--- src/rtl/core/kmer_edit_distance_unit_defines.svh ---
// assertion macros for the k-mer edit distance unit
// no dependencies; expects clk and rst_n in the scope of each use
`ifndef KMER_EDIT_DISTANCE_UNIT_DEFINES_SVH
`define KMER_EDIT_DISTANCE_UNIT_DEFINES_SVH

`ifndef SYNTHESIS

// same-cycle implication, checked out of reset
`define KED_ASSERT_IMPL(lbl, ante, cons) \
  lbl: assert property (@(posedge clk) disable iff (!rst_n) (ante) |-> (cons)) \
    else $error("same-cycle implication check failed");

// next-cycle implication, checked out of reset
`define KED_ASSERT_NEXT(lbl, ante, cons) \
  lbl: assert property (@(posedge clk) disable iff (!rst_n) (ante) |=> (cons)) \
    else $error("next-cycle implication check failed");

`else

`define KED_ASSERT_IMPL(lbl, ante, cons)
`define KED_ASSERT_NEXT(lbl, ante, cons)

`endif

`endif

--- src/rtl/core/ked_pkg.sv ---
// shared types, constants and helpers for the k-mer edit distance unit
// no dependencies
package ked_pkg;

  localparam int KMER_W    = 64;
  localparam int BASE_W    = 2;
  localparam int POS_W     = 5;
  localparam int LEN_W     = 6;
  localparam int DIST_W    = 6;
  localparam int CFG_IDX_W = 2;

  // configuration register indexes
  localparam logic [CFG_IDX_W-1:0] REG_KMER_LENGTH  = 2'd0;
  localparam logic [CFG_IDX_W-1:0] REG_MAX_DISTANCE = 2'd1;

  localparam logic [LEN_W-1:0]  KMER_LENGTH_RST  = 6'd32;
  localparam logic [DIST_W-1:0] MAX_DISTANCE_RST = 6'd2;

  typedef enum logic {
    ST_IDLE,
    ST_CELL
  } ked_state_t;

  // base at position pos, two bits per base, base 0 lowest
  function automatic logic [BASE_W-1:0] base_at(input logic [KMER_W-1:0] kmer,
                                               input logic [POS_W-1:0] pos);
    base_at = kmer[BASE_W*pos +: BASE_W];
  endfunction

endpackage

--- src/rtl/core/kmer_edit_distance_unit.sv ---
// k-mer edit distance unit: top level, one dp cell per cycle
// depends on ked_pkg and kmer_edit_distance_unit_defines.svh
`include "kmer_edit_distance_unit_defines.svh"

// Computes the Levenshtein distance of two packed k-mers (two bits per base,
// base 0 lowest) by filling the dp table one cell per clock with a single
// min-of-three unit, row by row. A transaction is taken when start is high
// and busy is low; busy then stays high until the result is produced. After
// each row the diagonal cell is compared with max_distance and the block
// stops early with that value if it is larger. A full run walks the whole
// k-by-k table (k = kmer_length clamped to MAX_BASES), an early exit after
// row i only its first i rows; the result strobe out_valid is high in the first
// cycle with busy low again, and a new transaction may be started in that
// same cycle. With kmer_length 0 the result appears the cycle after start
// with busy never raised. The result is shown for exactly one cycle and
// cannot be stalled: the receiver must capture it when out_valid is high.
// The cell unit's single pass through the row buffer sets the
// one-cell-per-cycle pace.
// Configuration writes are always taken (cfg_ready high) and must only be
// issued while the unit is idle; unknown register indexes are ignored.
module kmer_edit_distance_unit #(
  parameter int MAX_BASES = 32
) (
  input  logic                           clk,
  input  logic                           rst_n,
  // input transaction
  input  logic                           start,
  output logic                           busy,
  input  logic [ked_pkg::KMER_W-1:0]     in_first_kmer,
  input  logic [ked_pkg::KMER_W-1:0]     in_second_kmer,
  // result
  output logic                           out_valid,
  output logic [ked_pkg::DIST_W-1:0]     out_distance,
  output logic                           out_within_limit,
  // configuration writes
  input  logic                           cfg_valid,
  output logic                           cfg_ready,
  input  logic [ked_pkg::CFG_IDX_W-1:0]  cfg_index,
  input  logic [ked_pkg::LEN_W-1:0]      cfg_data
);

  localparam int CNT_W = $clog2(MAX_BASES + 1);
  localparam int IDX_W = (MAX_BASES > 1) ? $clog2(MAX_BASES) : 1;
  localparam int VAL_W = $clog2(MAX_BASES + 2);

  // configuration registers
  logic [ked_pkg::LEN_W-1:0]  cfg_len_r;
  logic [ked_pkg::DIST_W-1:0] cfg_dist_r;

  // sequencer and item registers
  ked_pkg::ked_state_t state_r, state_nxt;
  logic [ked_pkg::KMER_W-1:0] first_r, first_nxt;
  logic [ked_pkg::KMER_W-1:0] second_r, second_nxt;
  logic [CNT_W-1:0]           k_r, k_nxt;
  logic [ked_pkg::DIST_W-1:0] d_r, d_nxt;
  logic [CNT_W-1:0]           i_r, i_nxt;      // row, 1..k
  logic [CNT_W-1:0]           j_r, j_nxt;      // column, 1..k
  logic [VAL_W-1:0]           left_r, left_nxt;   // cur[j-1]
  logic [VAL_W-1:0]           diag_r, diag_nxt;   // prev[j-1]
  logic [VAL_W-1:0]           dcell_r, dcell_nxt; // cur[i] of this row

  // previous row, entry j-1 holds column j
  logic [VAL_W-1:0] row_r [MAX_BASES];

  // result registers
  logic                       out_valid_r, out_valid_nxt;
  logic [ked_pkg::DIST_W-1:0] out_dist_r, out_dist_nxt;
  logic                       out_within_r, out_within_nxt;

  // cell unit signals
  logic                       accept;
  logic [CNT_W-1:0]           len_clamp;
  logic [IDX_W-1:0]           iidx;
  logic [IDX_W-1:0]           jidx;
  logic [ked_pkg::BASE_W-1:0] base_a;
  logic [ked_pkg::BASE_W-1:0] base_b;
  logic [VAL_W-1:0]           up_v;
  logic [VAL_W-1:0]           sub_v;
  logic [VAL_W-1:0]           del_v;
  logic [VAL_W-1:0]           ins_v;
  logic [VAL_W-1:0]           min_a;
  logic [VAL_W-1:0]           cell_v;
  logic [VAL_W-1:0]           diag_val;
  logic [VAL_W-1:0]           result_v;
  logic                       row_end;
  logic                       last_row;
  logic                       early;
  logic                       finish;

  assign busy      = (state_r != ked_pkg::ST_IDLE);
  assign accept    = start && !busy;
  assign cfg_ready = 1'b1;

  assign out_valid        = out_valid_r;
  assign out_distance     = out_dist_r;
  assign out_within_limit = out_within_r;

  // lengths above the table size run as a full-size table
  assign len_clamp = (cfg_len_r > ked_pkg::LEN_W'(MAX_BASES)) ?
                     CNT_W'(MAX_BASES) : CNT_W'(cfg_len_r);

  // configuration register file
  always_ff @(posedge clk) begin
    if (!rst_n) begin
      cfg_len_r  <= ked_pkg::KMER_LENGTH_RST;
      cfg_dist_r <= ked_pkg::MAX_DISTANCE_RST;
    end else if (cfg_valid && cfg_ready) begin
      unique case (cfg_index)
        ked_pkg::REG_KMER_LENGTH:  cfg_len_r  <= cfg_data;
        ked_pkg::REG_MAX_DISTANCE: cfg_dist_r <= cfg_data;
        default: ;
      endcase
    end
  end

  // ---------------------------------------------------------------------
  // cell unit: D[i][j] = min(D[i-1][j-1] + (a != b), D[i-1][j] + 1,
  // D[i][j-1] + 1); the first row reads D[0][j] = j without the buffer
  // ---------------------------------------------------------------------
  assign iidx   = IDX_W'(i_r - CNT_W'(1));
  assign jidx   = IDX_W'(j_r - CNT_W'(1));
  assign base_a = ked_pkg::base_at(first_r, ked_pkg::POS_W'(iidx));
  assign base_b = ked_pkg::base_at(second_r, ked_pkg::POS_W'(jidx));

  assign up_v  = (i_r == CNT_W'(1)) ? VAL_W'(j_r) : row_r[jidx];
  assign sub_v = diag_r + VAL_W'(base_a != base_b);
  assign del_v = up_v + VAL_W'(1);
  assign ins_v = left_r + VAL_W'(1);
  assign min_a  = (del_v < sub_v) ? del_v : sub_v;
  assign cell_v = (ins_v < min_a) ? ins_v : min_a;

  // diagonal cell of the current row, this cycle's cell when on it
  assign diag_val = (j_r == i_r) ? cell_v : dcell_r;
  assign row_end  = (j_r == k_r);
  assign last_row = (i_r == k_r);
  assign early    = ked_pkg::DIST_W'(diag_val) > d_r;
  assign finish   = (state_r == ked_pkg::ST_CELL) && row_end && (early || last_row);
  assign result_v = early ? diag_val : cell_v;

  // next state
  always_comb begin
    state_nxt = state_r;
    unique case (state_r)
      ked_pkg::ST_IDLE: begin
        if (accept && (len_clamp != '0)) begin
          state_nxt = ked_pkg::ST_CELL;
        end
      end
      ked_pkg::ST_CELL: begin
        if (finish) begin
          state_nxt = ked_pkg::ST_IDLE;
        end
      end
      default: state_nxt = ked_pkg::ST_IDLE;
    endcase
  end

  // sequencer outputs and datapath updates
  always_comb begin
    first_nxt      = first_r;
    second_nxt     = second_r;
    k_nxt          = k_r;
    d_nxt          = d_r;
    i_nxt          = i_r;
    j_nxt          = j_r;
    left_nxt       = left_r;
    diag_nxt       = diag_r;
    dcell_nxt      = dcell_r;
    out_valid_nxt  = 1'b0;
    out_dist_nxt   = out_dist_r;
    out_within_nxt = out_within_r;
    unique case (state_r)
      ked_pkg::ST_IDLE: begin
        if (accept) begin
          first_nxt  = in_first_kmer;
          second_nxt = in_second_kmer;
          k_nxt      = len_clamp;
          d_nxt      = cfg_dist_r;
          i_nxt      = CNT_W'(1);
          j_nxt      = CNT_W'(1);
          left_nxt   = VAL_W'(1);   // D[1][0]
          diag_nxt   = '0;          // D[0][0]
          // empty k-mers: table is just D[0][0]
          if (len_clamp == '0) begin
            out_valid_nxt  = 1'b1;
            out_dist_nxt   = '0;
            out_within_nxt = 1'b1;
          end
        end
      end
      ked_pkg::ST_CELL: begin
        if (j_r == i_r) begin
          dcell_nxt = cell_v;
        end
        if (!row_end) begin
          j_nxt    = j_r + CNT_W'(1);
          diag_nxt = up_v;
          left_nxt = cell_v;
        end else if (finish) begin
          out_valid_nxt  = 1'b1;
          out_dist_nxt   = ked_pkg::DIST_W'(result_v);
          out_within_nxt = ked_pkg::DIST_W'(result_v) <= d_r;
        end else begin
          // next row starts at D[i+1][0] = i+1 with D[i][0] = i on the diagonal
          i_nxt    = i_r + CNT_W'(1);
          j_nxt    = CNT_W'(1);
          diag_nxt = VAL_W'(i_r);
          left_nxt = VAL_W'(i_r) + VAL_W'(1);
        end
      end
      default: ;
    endcase
  end

  // control registers
  always_ff @(posedge clk) begin
    if (!rst_n) begin
      state_r     <= ked_pkg::ST_IDLE;
      out_valid_r <= 1'b0;
    end else begin
      state_r     <= state_nxt;
      out_valid_r <= out_valid_nxt;
    end
  end

  // payload registers
  always_ff @(posedge clk) begin
    first_r      <= first_nxt;
    second_r     <= second_nxt;
    k_r          <= k_nxt;
    d_r          <= d_nxt;
    i_r          <= i_nxt;
    j_r          <= j_nxt;
    left_r       <= left_nxt;
    diag_r       <= diag_nxt;
    dcell_r      <= dcell_nxt;
    out_dist_r   <= out_dist_nxt;
    out_within_r <= out_within_nxt;
  end

  // row buffer: each cell overwrites the previous row's entry it just read
  always_ff @(posedge clk) begin
    if (state_r == ked_pkg::ST_CELL) begin
      row_r[jidx] <= cell_v;
    end
  end

  // ---------------------------------------------------------------------
  // assertions
  // ---------------------------------------------------------------------

  // a result is only ever strobed once the sequencer has let go
  `KED_ASSERT_IMPL(a_result_when_idle, out_valid_r, state_r == ked_pkg::ST_IDLE)

  // cell walk stays inside the table
  `KED_ASSERT_IMPL(a_cell_in_table, state_r == ked_pkg::ST_CELL,
                   (j_r != '0) && (i_r != '0) && (j_r <= k_r) && (i_r <= k_r))

  // a non-empty transaction always starts the cell walk
  `KED_ASSERT_NEXT(a_start_walks, accept && (len_clamp != '0),
                   state_r == ked_pkg::ST_CELL)

  // the limit flag agrees with the reported distance
  `KED_ASSERT_IMPL(a_flag_matches, out_valid_r, out_within_r == (out_dist_r <= d_r))

endmodule

--- config.mk ---
export PLATFORM = sky130hd
export DESIGN_NAME = kmer_edit_distance_unit
export DESIGN_NICKNAME = d
export VERILOG_FILES = /design/src/rtl/core/ked_pkg.sv /design/src/rtl/core/kmer_edit_distance_unit.sv
export VERILOG_INCLUDE_DIRS = /design/src /design/src/rtl/core
export SDC_FILE = /design/constraint.sdc
export NUM_CORES = 1
export LEC_CHECK = 0
export BUFFER_PORTS_ARGS = -buffer_cell sky130_fd_sc_hd__buf_2
export CORE_ASPECT_RATIO = 0.5
export CORE_UTILIZATION = 45
export DETAILED_ROUTE_END_ITERATION = 16
export PLACE_DENSITY_LB_ADDON = 0.2
export SLEW_MARGIN = 20
export SYNTH_ARGS = -nofsm -noshare
export SYNTH_HDL_FRONTEND = slang
export SYNTH_SLANG_ARGS = --single-unit
--- constraint.sdc ---
create_clock -name clk -period 13.1 [get_ports clk]
set_clock_uncertainty 0.1 [all_clocks]
set_input_delay 0 -clock clk [delete_from_list [all_inputs] [get_ports clk]]
set_output_delay 0 -clock clk [all_outputs]
set_load 0.005 [all_outputs]
After elaboration in Yosys (flattened, before gate mapping):

Memories as Yosys holds them, arrays and structs flattened.
Index checks and enable logic that the tools add are counted.

* add/sub/neg operators: 7
* $lt $le $gt $ge: 5
* equality and inequality tests: 12
* shifts and indexed selects: 2
* muxes and demuxes: 39
* bitwise gates (word level): 1
* reductions and logical operators: 15

Operator list (number)
* 64-bit by 7-bit variable part select with 2-bit output: 2
* 6-bit two-way mux: 19
* 6-bit case mux with 2 select lines: 5
* 6-bit by 1-bit adder with 6-bit output (second input constant): 4
* 6-bit == test: 3
* 6-bit < comparator: 2
* 1-bit two-way mux: 12
* 5-bit by 1-bit subtractor with 5-bit output (second input constant): 2
* 2-bit AND reduction: 4
* 6-bit by 1-bit adder with 6-bit output: 1
* 6-bit by 1-bit == test with 1-bit output (second input constant): 1
* 6-bit > comparator: 1
* 6-bit > comparator (second input constant): 1
* 6-bit <= comparator: 1
* 6-bit zero test: 1
* 2-bit != test (second input constant): 3
* 1-bit case mux with 2 select lines: 3
* 6-bit nonzero test: 1
* 1-bit logical AND: 4
* 2-bit by 1-bit != test with 1-bit output (second input constant): 2
* 4-bit AND reduction: 1
* 3-bit != test (second input constant): 1
* 3-bit AND reduction: 1
* 2-bit by 1-bit == test with 1-bit output (second input constant): 1
* 5 further kinds: 5

* register bits after elaboration: 191
* bits in writable memories: 192
* bits of input ports: 140
* output and inout bits: 10
* logic and storage cells: 97
* memories kept: 1

Memories
* row_r: words 32, width 6, read ports 1, clocked after Yosys merged registers in 0, write ports 1, RTL line kmer_edit_distance_unit.sv:63 `logic [VAL_W-1:0] row_r [MAX_BASES];`

Depth between registers and ports, before layout:

Gate-level depths: netlist (run 1).

* depth after elaboration: 15
* mapped depth: 52
* mapped depth without buffers: 43

Worst setup path after synthesis (run 1):

Ideal clock, no wire load.

* kind: register to register
* start point: register j_r[0]
* end point: register out_within_r (netlist: out_within_limit) (data pin)
* setup time: 0.278 ns
* arrival time: 11.225 ns
* required time: 12.722 ns
* path slack: 1.497 ns
* cell stages (with the launch flop): 51
* path buffers: 10
* cell sequence: edfxtp_1 buf_6 buf_6 buf_6 buf_4 inv_1 ha_1 clkbuf_1 buf_2 buf_2 clkbuf_1 clkbuf_1 mux4_2 mux4_2 mux2i_1 xnor2_1 nand2_1 ha_1 (+15 left out) mux2_2 inv_1 ha_1 nor2b_1 o21a_1 o21a_1 o21ai_0 nand2b_1 a21oi_1 a31oi_1 nand2b_1 clkbuf_1 mux2_4 ha_1 a21o_1 a21oi_1 o21ai_0 o211ai_1

* cells in the longest elaborated chain, start to end: 15
* elaborated cells on any way between the ends: 19

RTL lines
* start: declaration: RTL line kmer_edit_distance_unit.sv:57 `logic [CNT_W-1:0] j_r, j_nxt;`
* start signal: assignment: RTL line kmer_edit_distance_unit.sv:233 `j_r <= j_nxt;`
* 5-bit by 1-bit subtractor with 5-bit output (*): RTL line kmer_edit_distance_unit.sv:121 `assign jidx = IDX_W'(j_r - CNT_W'(1));`
* via jidx[0]: RTL line kmer_edit_distance_unit.sv:74 `logic [IDX_W-1:0] jidx;`
* 64-bit by 7-bit variable part select with 2-bit output or memory 32 x 6 bit (tied branches)
* 2-bit != test or 6-bit two-way mux (tied branches): RTL line kmer_edit_distance_unit.sv:126, kmer_edit_distance_unit.sv:125
* 6-bit by 1-bit adder with 6-bit output (on tied branches): RTL line kmer_edit_distance_unit.sv:126, kmer_edit_distance_unit.sv:127
* 6-bit < comparator: RTL line kmer_edit_distance_unit.sv:129 `assign min_a = (del_v < sub_v) ? del_v : sub_v;`
* 6-bit two-way mux (*): RTL line kmer_edit_distance_unit.sv:129
* 6-bit < comparator: RTL line kmer_edit_distance_unit.sv:130 `assign cell_v = (ins_v < min_a) ? ins_v : min_a;`
* (+1 left out)
* via cell_v[0]: RTL line kmer_edit_distance_unit.sv:82 `logic [VAL_W-1:0] cell_v;`
* (+1 left out)
* via diag_val[0]: RTL line kmer_edit_distance_unit.sv:83 `logic [VAL_W-1:0] diag_val;`
* 6-bit > comparator (*): RTL line kmer_edit_distance_unit.sv:136 `assign early = ked_pkg::DIST_W'(diag_val) > d_r;`
* 6-bit two-way mux (*): RTL line kmer_edit_distance_unit.sv:138 `assign result_v = early ? diag_val : cell_v;`
* via result_v[1]: RTL line kmer_edit_distance_unit.sv:84 `logic [VAL_W-1:0] result_v;`
* 6-bit <= comparator (*): RTL line kmer_edit_distance_unit.sv:202 `out_within_nxt = ked_pkg::DIST_W'(result_v) <= d_r;`
* 1-bit two-way mux (*): RTL line kmer_edit_distance_unit.sv:199 `end else if (finish) begin`
* 1-bit two-way mux (*): RTL line kmer_edit_distance_unit.sv:195 `if (!row_end) begin`
* 1-bit case mux with 2 select lines (*): RTL line kmer_edit_distance_unit.sv:172 `unique case (state_r)`
* end signal: assignment: RTL line kmer_edit_distance_unit.sv:238 `out_within_r <= out_within_nxt;`
* end: declaration: RTL line kmer_edit_distance_unit.sv:68 `logic out_within_r, out_within_nxt;`

Mark *: on every way through the listed nets, which the timed path passes. The rest lies on a longest branch. The select of a mux whose other input is x is not followed.
A chain may end at the register's enable or synchronous reset.

Worst setup path in the final report (run 1):

* start point: register j_r[1]
* end point: register out_within_r (netlist: out_within_limit) (data pin)

* cells in the longest elaborated chain, start to end: 15
* elaborated cells on any way between the ends: 19

RTL lines (RTL line)
* 5-bit by 1-bit subtractor with 5-bit output: kmer_edit_distance_unit.sv:121
* 64-bit by 7-bit variable part select with 2-bit output or memory 32 x 6 bit (tied branches)
* 2-bit != test or 6-bit two-way mux (tied branches): kmer_edit_distance_unit.sv:126, kmer_edit_distance_unit.sv:125
* 6-bit by 1-bit adder with 6-bit output (on tied branches): kmer_edit_distance_unit.sv:126, kmer_edit_distance_unit.sv:127
* 6-bit < comparator: kmer_edit_distance_unit.sv:129
* 6-bit two-way mux (*): kmer_edit_distance_unit.sv:129
* 6-bit < comparator: kmer_edit_distance_unit.sv:130
* 6-bit two-way mux (*): kmer_edit_distance_unit.sv:130
* via cell_v[1]: kmer_edit_distance_unit.sv:82
* (+1 left out)
* via diag_val[1]: kmer_edit_distance_unit.sv:83
* 6-bit > comparator (*): kmer_edit_distance_unit.sv:136
* 6-bit two-way mux (*): kmer_edit_distance_unit.sv:138
* via result_v[4]: kmer_edit_distance_unit.sv:84
* 6-bit <= comparator (*): kmer_edit_distance_unit.sv:202
* 1-bit two-way mux (*): kmer_edit_distance_unit.sv:199
* 1-bit two-way mux (*): kmer_edit_distance_unit.sv:195
* 1-bit case mux with 2 select lines (*): kmer_edit_distance_unit.sv:172

Marked as above.

==> results of run 1 <==
registers in the layout, summed over array words and instances, names as in the netlist, 6 cells and up:
name and flops:
diag_r 6, i_r 6, d_r 6, second_r 64, dcell_r 6, j_r 6
cfg_dist_r 6, row_r 192, cfg_len_r 6, first_r 64, out_distance 6, left_r 6
k_r 6
final cells by class:
class	count	area, um2
clock buffers	51	978
clock inverters	11	51.3
fillers	2772	15800
inverters	28	105
multi-input cells	530	5160
flip-flops and latches	383	11400
well taps	484	606
repair buffers	311	2330
cell families after synthesis:
| family | share of synthesized area [%] |
|---|---|
| fa+ha+maj | 2.38 |
| other cells | 0.0223 |
| compound gates | 5.07 |
| mux | 14.4 |
| buf+inv | 2.03 |
| simple gates | 5.98 |
| flops | 67.5 |
| xor+xnor | 2.65 |
worst max path at each step:
stage | cells past startpoint | slack, ns | end | start
after floorplan | 50 | 1.50 | out_within_limit | j_r[0]
after global placement | 40 | 2.60 | out_within_limit | j_r[0]
after detailed placement | 40 | 2.37 | out_within_limit | j_r[0]
after CTS | 40 | 2.34 | out_within_limit | j_r[0]
after global routing | 41 | 1.61 | out_within_limit | j_r[0]
final | 39 | 2.21 | out_within_limit | j_r[1]
placed cells by master (no fill, tap or decap), types with 15 or more instances in the layout:
cell type      Yosys  layout
buf_4              4      18
mux2i_1           27      27
xnor2_1           33      32
edfxtp_1         369     369
xor2_1            18      18
clkbuf_16          0      37
dlygate4sd3_1      0     145
buf_2             12     148
ha_1              32      31
mux4_2            87      87
o21ai_0           16      16
inv_1             28      28
nand2_1           42      42
nor2_1            77      77
nand3_1           15      15
nor2b_1           24      23
stage by stage:
step | cells | power [W] | hold slack, ns
floorplan | 986 | 0.00262 | -0.00113
global placement | 1591 | 0.00302 | 0.0762
detailed placement | 1591 | 0.00308 | 0.0781
CTS | 1798 | 0.00407 | 0.0263
global route | 1798 | 0.00422 | 0.0805
finish | 1798 | 0.00404 | 0.0488
metal layers:
metal	routed length, um	global-route usage, %	part of all wire, %
met4	871	5.18	2.3
met5	0	0	0
met2	18900	33.7	49
met3	2110	3.74	5.4
met1	16900	28.7	44
cells in the mapped netlist (15+ instances only):
| cell | number | area (um2) |
|---|---|---|
| o21ai_0 | 16 | 80.1 |
| xnor2_1 | 33 | 289 |
| inv_1 | 28 | 105 |
| edfxtp_1 | 369 | 11100 |
| nand3_1 | 15 | 75.1 |
| nand2_1 | 42 | 158 |
| mux4_2 | 87 | 1960 |
| ha_1 | 32 | 400 |
| xor2_1 | 18 | 158 |
| nor2b_1 | 24 | 150 |
| clkbuf_1 | 20 | 75.1 |
| mux2i_1 | 27 | 270 |
| nor2_1 | 77 | 289 |
critical path: cells and delay by family, from the launching register on:
kind	cells	cell delay, ns
AOI/OAI and AO/OA	18	3.61
DFF	1	0.56
buffers and inverters	4	1.00
adders and majority gates	6	2.23
muxes	5	1.97
and+or+nand+nor	6	1.22
power by group:
part | leakage, nW | switching [W] | internal, W
Combinational | 3.26 | 0.000833 | 0.000424
Sequential | 3.56 | 0.0000337 | 0.00180
Clock | 0.500 | 0.000436 | 0.000520
==> metrics.md, run 1 <==
| Metric | Value |
|---|---|
| Min-Delay Endpoint | cfg_dist_r[4] |
| Area of the mapped netlist | 0.0168 mm2 |
| Placement row count | approximately 50 |
| Setup repair after global routing missed its margin | false |
| Post-layout util | a little under three fifths |
| Area of the die | between 0.03 and 0.04 mm2 |
| Worst EP arrival | 11.15 ns |
| Synth-to-Final Area Change | 22.3% |
| Sequential fraction of the synthesis area | roughly two thirds |
| Count of pins over their slew limit | 0 |
| Start point of the worst hold path | cfg_index[0] |
| Detailed-route wire length | 38700 um |
| Worst slack at placement | 2.37 ns |
| Antenna violations before repair | 0 |
| Post-synthesis async set-or-reset flop share | 0% |
| Number of I/O port buffers | 148 |
| Static leakage | 7.32 nW |
| Via count of the first global-routing pass | around 10000 |
| Tcrit/Tclk final | a little over 80% |
| Wire length of the first global-routing pass | about 60000 um |
| Power density over the cells | 196 mW/mm2 |
| Slowest Stage Delay on Critical Path | around 0.67 ns |
| Total congestion overflow after global routing | 0 |
| Final antenna diode count | 0 |
| Worst endpoint required time | around 13 ns |
| Half-perimeter wire length of the detailed placement result | 24500 um |
| Clk slew on worst S/H paths | 0.06 ns |
| FF-to-FF setup slack | 2.21 ns |
| Die Span Y | 139 um |
| Worst path most repeated cell | ha_1 |
| Initial standard-cell utilization of the core | about 46% |
| X dimension of the die | 276 um |
| Worst ir drop on vdd | 226 uV |
| Floorplan core area | 0.0364 mm2 |
| Number of buffers created by CTS | 36 |
| Final Hold Vio Count | 0 |
| Count of flip-flops with a built-in enable after synthesis | 369 |
| Count of clock tree sinks | 383 |
| Number of hold buffers added after cts | 145 |
| Actual transition at the worst max-transition pin | around 1.1 ns |
| CTS root buffer | clkbuf_16 |
| Fin area | 0.0206 mm2 |
| Result of the run | finished clean |
| Mean post-synth cell area | ~17 um2 |
| Min-Delay Path Depth | 4 |
| Clock latency on the worst-skew pair | between 0.5 and 0.6 ns |
| Most used DFF post-synth | edfxtp_1 |
| DRC violations left | 0 |
| Type of the worst setup path | flop to flop |
| Highest clock rate | 91.8 MHz |
| CTS tree | yes |
| Critical Path Slowest Stage Cell | ha_2 |
| DR vias | roughly 10000 |
| Routability-driven placement congestion ratio | 0.889 |
| Gate Count Post-Synth | 986 |
| Post-DR vias/cell | 5.49 |
| Max-slew headroom | 27.8% |
| Initial detailed-routing violation count | 788 |
| Capture instance of the worst register-to-register path | out_within_limit |
| Largest net degree at the start of global routing | 80 |
| Synthesis-stage register bit count | 383 |
| Routed WL per cell | 21.5 um |
| Number of primary I/O pins | 150 |
| Cells resized by post-CTS repair | 0 |
| Count of nets after finishing | between 1000 and 1500 |
| Post-synth net total | ~1200 |
| Count of distinct cell types in the synthesized netlist | 77 |
| Overall fraction of global-route tracks in use | just over 20% |
| Post-placement cell area | 0.0181 mm2 |
| Final period demand of the worst path | 10.89 ns |
| Worst hold path type | input pin to flop |
| Critical-path maximum fanout | 36 |
| Number of post-CTS setup repair buffers | 0 |
| Setup ws final | 2.21 ns |
| Clock H-tree levels | 2 |
| CP Launch Type | flop |
| Sum of negative setup slack | 0 ns |
| Endpoints failing setup | 0 |
| Maximum root-to-sink buffer count | 3 |
| Worst reg-to-reg path cell count | 39 |
| Max-cap check violation count | 0 |
| Reg2reg start | j_r[1] |
| Antenna Nets Post-Route | 0 |
| Count of synthesis-stage warnings from yosys | 0 |
| Layout cell share with drive strength beyond 1 | between 20 and 30% |
| Endpoint kind of the worst setup timing path | flop |
| DR pass1 iterations | 5 |
Power figures use the tool's default switching activity.
==> run 2, diff against run 1 <==
Clock period 13.1 ns to 10 ns, I/O delays scaled along.
==> metrics.md, run 2 (synthesized netlist as in run 1, its figures left out) <==
| Metric | Value |
|---|---|
| Via count of the first global-routing pass | 10300 |
| Synth-to-Final Area Change | 23.6% |
| Worst setup path start | i_r[1] |
| Endpoints failing setup | 0 |
| Antenna violations before repair | 0 |
| Overall fraction of global-route tracks in use | just over 20% |
| Final period demand of the worst path | about 9.4 ns |
| Most common cell after layout, fill and taps aside | edfxtp_1 |
| Clk slew on worst S/H paths | about 0.06 ns |
| Fin area | roughly 0.021 mm2 |
| Count of clock tree sinks | around 380 |
| Max-slew headroom | 39.5% |
| Most used cells in the layout excluding fill and tap cells | edfxtp_1 (369), buf_2 (148), dlygate4sd3_1 (141), mux4_2 (87), nor2_1 (77) |
| Type of the worst setup path | flop to flop |
| Register with the highest flop count | row_r |
| Worst hold path type | input pin to flop |
| Number of buffers created by CTS | 36 |
| FF-to-FF setup slack | 0.59 ns |
| Number of primary I/O pins | 150 |
| DRC violations left | 0 |
| Clock network fraction of design power | about a quarter |
| Critical-path maximum fanout | 16 |
| CTS root buffer | clkbuf_16 |
| DR vias | 9943 |
| Worst endpoint required time | 10.14 ns |
| Power density over the cells | 259 mW/mm2 |
| Antenna Nets Post-Route | 0 |
| Relative contribution of combinational cells to total power | approximately a third |
| Half-perimeter wire length of the detailed placement result | between 20000 and 25000 um |
| Initial detailed-routing violation count | 680 |
| Maximum root-to-sink buffer count | 3 |
| Layout cell share with drive strength beyond 1 | 27.4% |
| Min-Delay Endpoint | out_within_limit |
| Capture instance of the worst register-to-register path | out_within_limit |
| Detailed-route wire length | 39600 um |
| Setup repair after global routing missed its margin | false |
| Floorplan core area | 0.0364 mm2 |
| CTS tree | yes |
| Reg2reg start | i_r[1] |
| Count of pins over their slew limit | 0 |
| Sum of negative setup slack | 0 ns |
| Area of the die | between 0.03 and 0.04 mm2 |
| Tcrit/Tclk final | 94.1% |
| Worst path most repeated cell | ha_1 |
| Post-placement cell area | 0.0183 mm2 |
| Switching part of the total | 32.2% |
| Start point of the worst hold path | start |
| Highest clock rate | 106 MHz |
| CP Launch Type | flop |
| Final antenna diode count | 0 |
| Static leakage | between 7 and 8 nW |
| Actual transition at the worst max-transition pin | ~0.9 ns |
| Sw Pwr | 0.00174 W |
| Slowest Stage Delay on Critical Path | 0.50 ns |
| Internal cell power | 0.00366 W |
| Worst reg-to-reg path cell count | 42 |
| Filler instances | 2761 |
| Final Hold Vio Count | 0 |
| Result of the run | finished clean |
| Number of I/O port buffers | 148 |
| Largest net degree at the start of global routing | 75 |
| Die Span Y | 139 um |
| Routability-driven placement congestion ratio | 0.909 |
| Min-Delay Path Depth | 2 |
| Post-DR vias/cell | 5.48 |
| Critical Path Slowest Stage Cell | edfxtp_1 |
| Area taken by flip-flops and latches | 0.0114 mm2 |
| Wire length of the first global-routing pass | 59800 um |
| Worst EP arrival | roughly 9.6 ns |
| X dimension of the die | approximately 280 um |
| Largest regs | row_r: 192 flops, first_r: 64 flops, second_r: 64 flops |
| Number of flip-flops under the largest register name | 192 |
| Total congestion overflow after global routing | 0 |
| DR pass1 iterations | 5 |
| Max-cap check violation count | 0 |
| Clock latency on the worst-skew pair | 0.52 ns |
| Count of nets after finishing | 1476 |
| Endpoint kind of the worst setup timing path | flop |
| Initial standard-cell utilization of the core | 46.3% |
| Multi-input combinational cell area | ~0.0052 mm2 |
| Clock H-tree levels | 2 |
| Seq pwr share | 44.4% |
| Placement row count | 49 |
| Routed WL per cell | 21.8 um |
| Worst ir drop on vdd | 353 uV |
==> run 2: cell types whose count changed in the layout (fill, tap and decap cells not counted), sizes merged <==
cell,change
dlygate4sd3,-4
buf,+17
clkinv,+7
bufinv,+1
clkinvlp,-1
clkbuf,-6
inv,+2
==> run 2: how the worst max path moves through the flow <==
stage,to,cells after the start
floorplan,out_within_limit,50
global placement,out_within_limit,42
detailed placement,out_within_limit,41
CTS,out_within_limit,41
global route,out_within_limit,42
finish,out_within_limit,42
==> run 2: power by group through the flow <==
stage / sequential [W] / combinational [W] / clock (W)
6_report: 0.00240 / 0.00171 / 0.00129
3_5_place_dp: 0.00243 / 0.00165 / 0
5_1_grt: 0.00241 / 0.00185 / 0.00137
3_3_place_gp: 0.00243 / 0.00159 / 0
2_1_floorplan: 0.00243 / 0.00105 / 0
4_1_cts: 0.00240 / 0.00170 / 0.00131
==> run 2: routing by layer <==
layer  share of wire, %  track usage (%)  routed length (um)
met3                5.7             3.65                2270
met1                 44             29.2               17200
met2                 49             34.0               19400
met5                  0                0                   0
met4                1.6             4.45                 631
==> run 2: stage by stage <==
stage / hold WS, ns / power [W] / std cells / worst slack [ns] / util (%)
final: 0.0386 / 0.00540 / 1814 / 0.593 / 57.2
after global routing: 0.0442 / 0.00562 / 1814 / 0.0246 / 57.2
after CTS: 0.0202 / 0.00541 / 1809 / 0.363 / 57.1
after detailed placement: 0.0781 / 0.00409 / 1604 / 0.392 / 50.2
after global placement: 0.0770 / 0.00401 / 1604 / 0.609 / 50.2
after floorplan: -0.00113 / 0.00347 / 986 / 0.0116 / -
==> run 2: what timing repair did <==
action,CTS,global route
buffers inserted,0,4
hold endpoints to repair,142,0
resized for setup,0,6
endpoints found under the setup margin,0,1
hold buffers,141,0
==> run 2: area by class of cell <==
cell class / count / share of cell area, %
Clock buffer: 44 / 4.58
Clock inverter: 20 / 0.589
Inverter: 28 / 0.505
Multi-Input combinational cell: 530 / 25.0
Sequential cell: 383 / 54.6
Tap cell: 484 / 2.91
Timing Repair Buffer: 325 / 11.9
==> run 2: critical path: cells and delay by family, from the launching register on <==
family	cells	cell delay (ns)
compound gates	18	3.20
flops	1	0.50
simple gates	8	1.00
fa+ha+maj	6	1.62
mux	6	2.03
xor+xnor	2	0.33
buf+inv	2	0.34
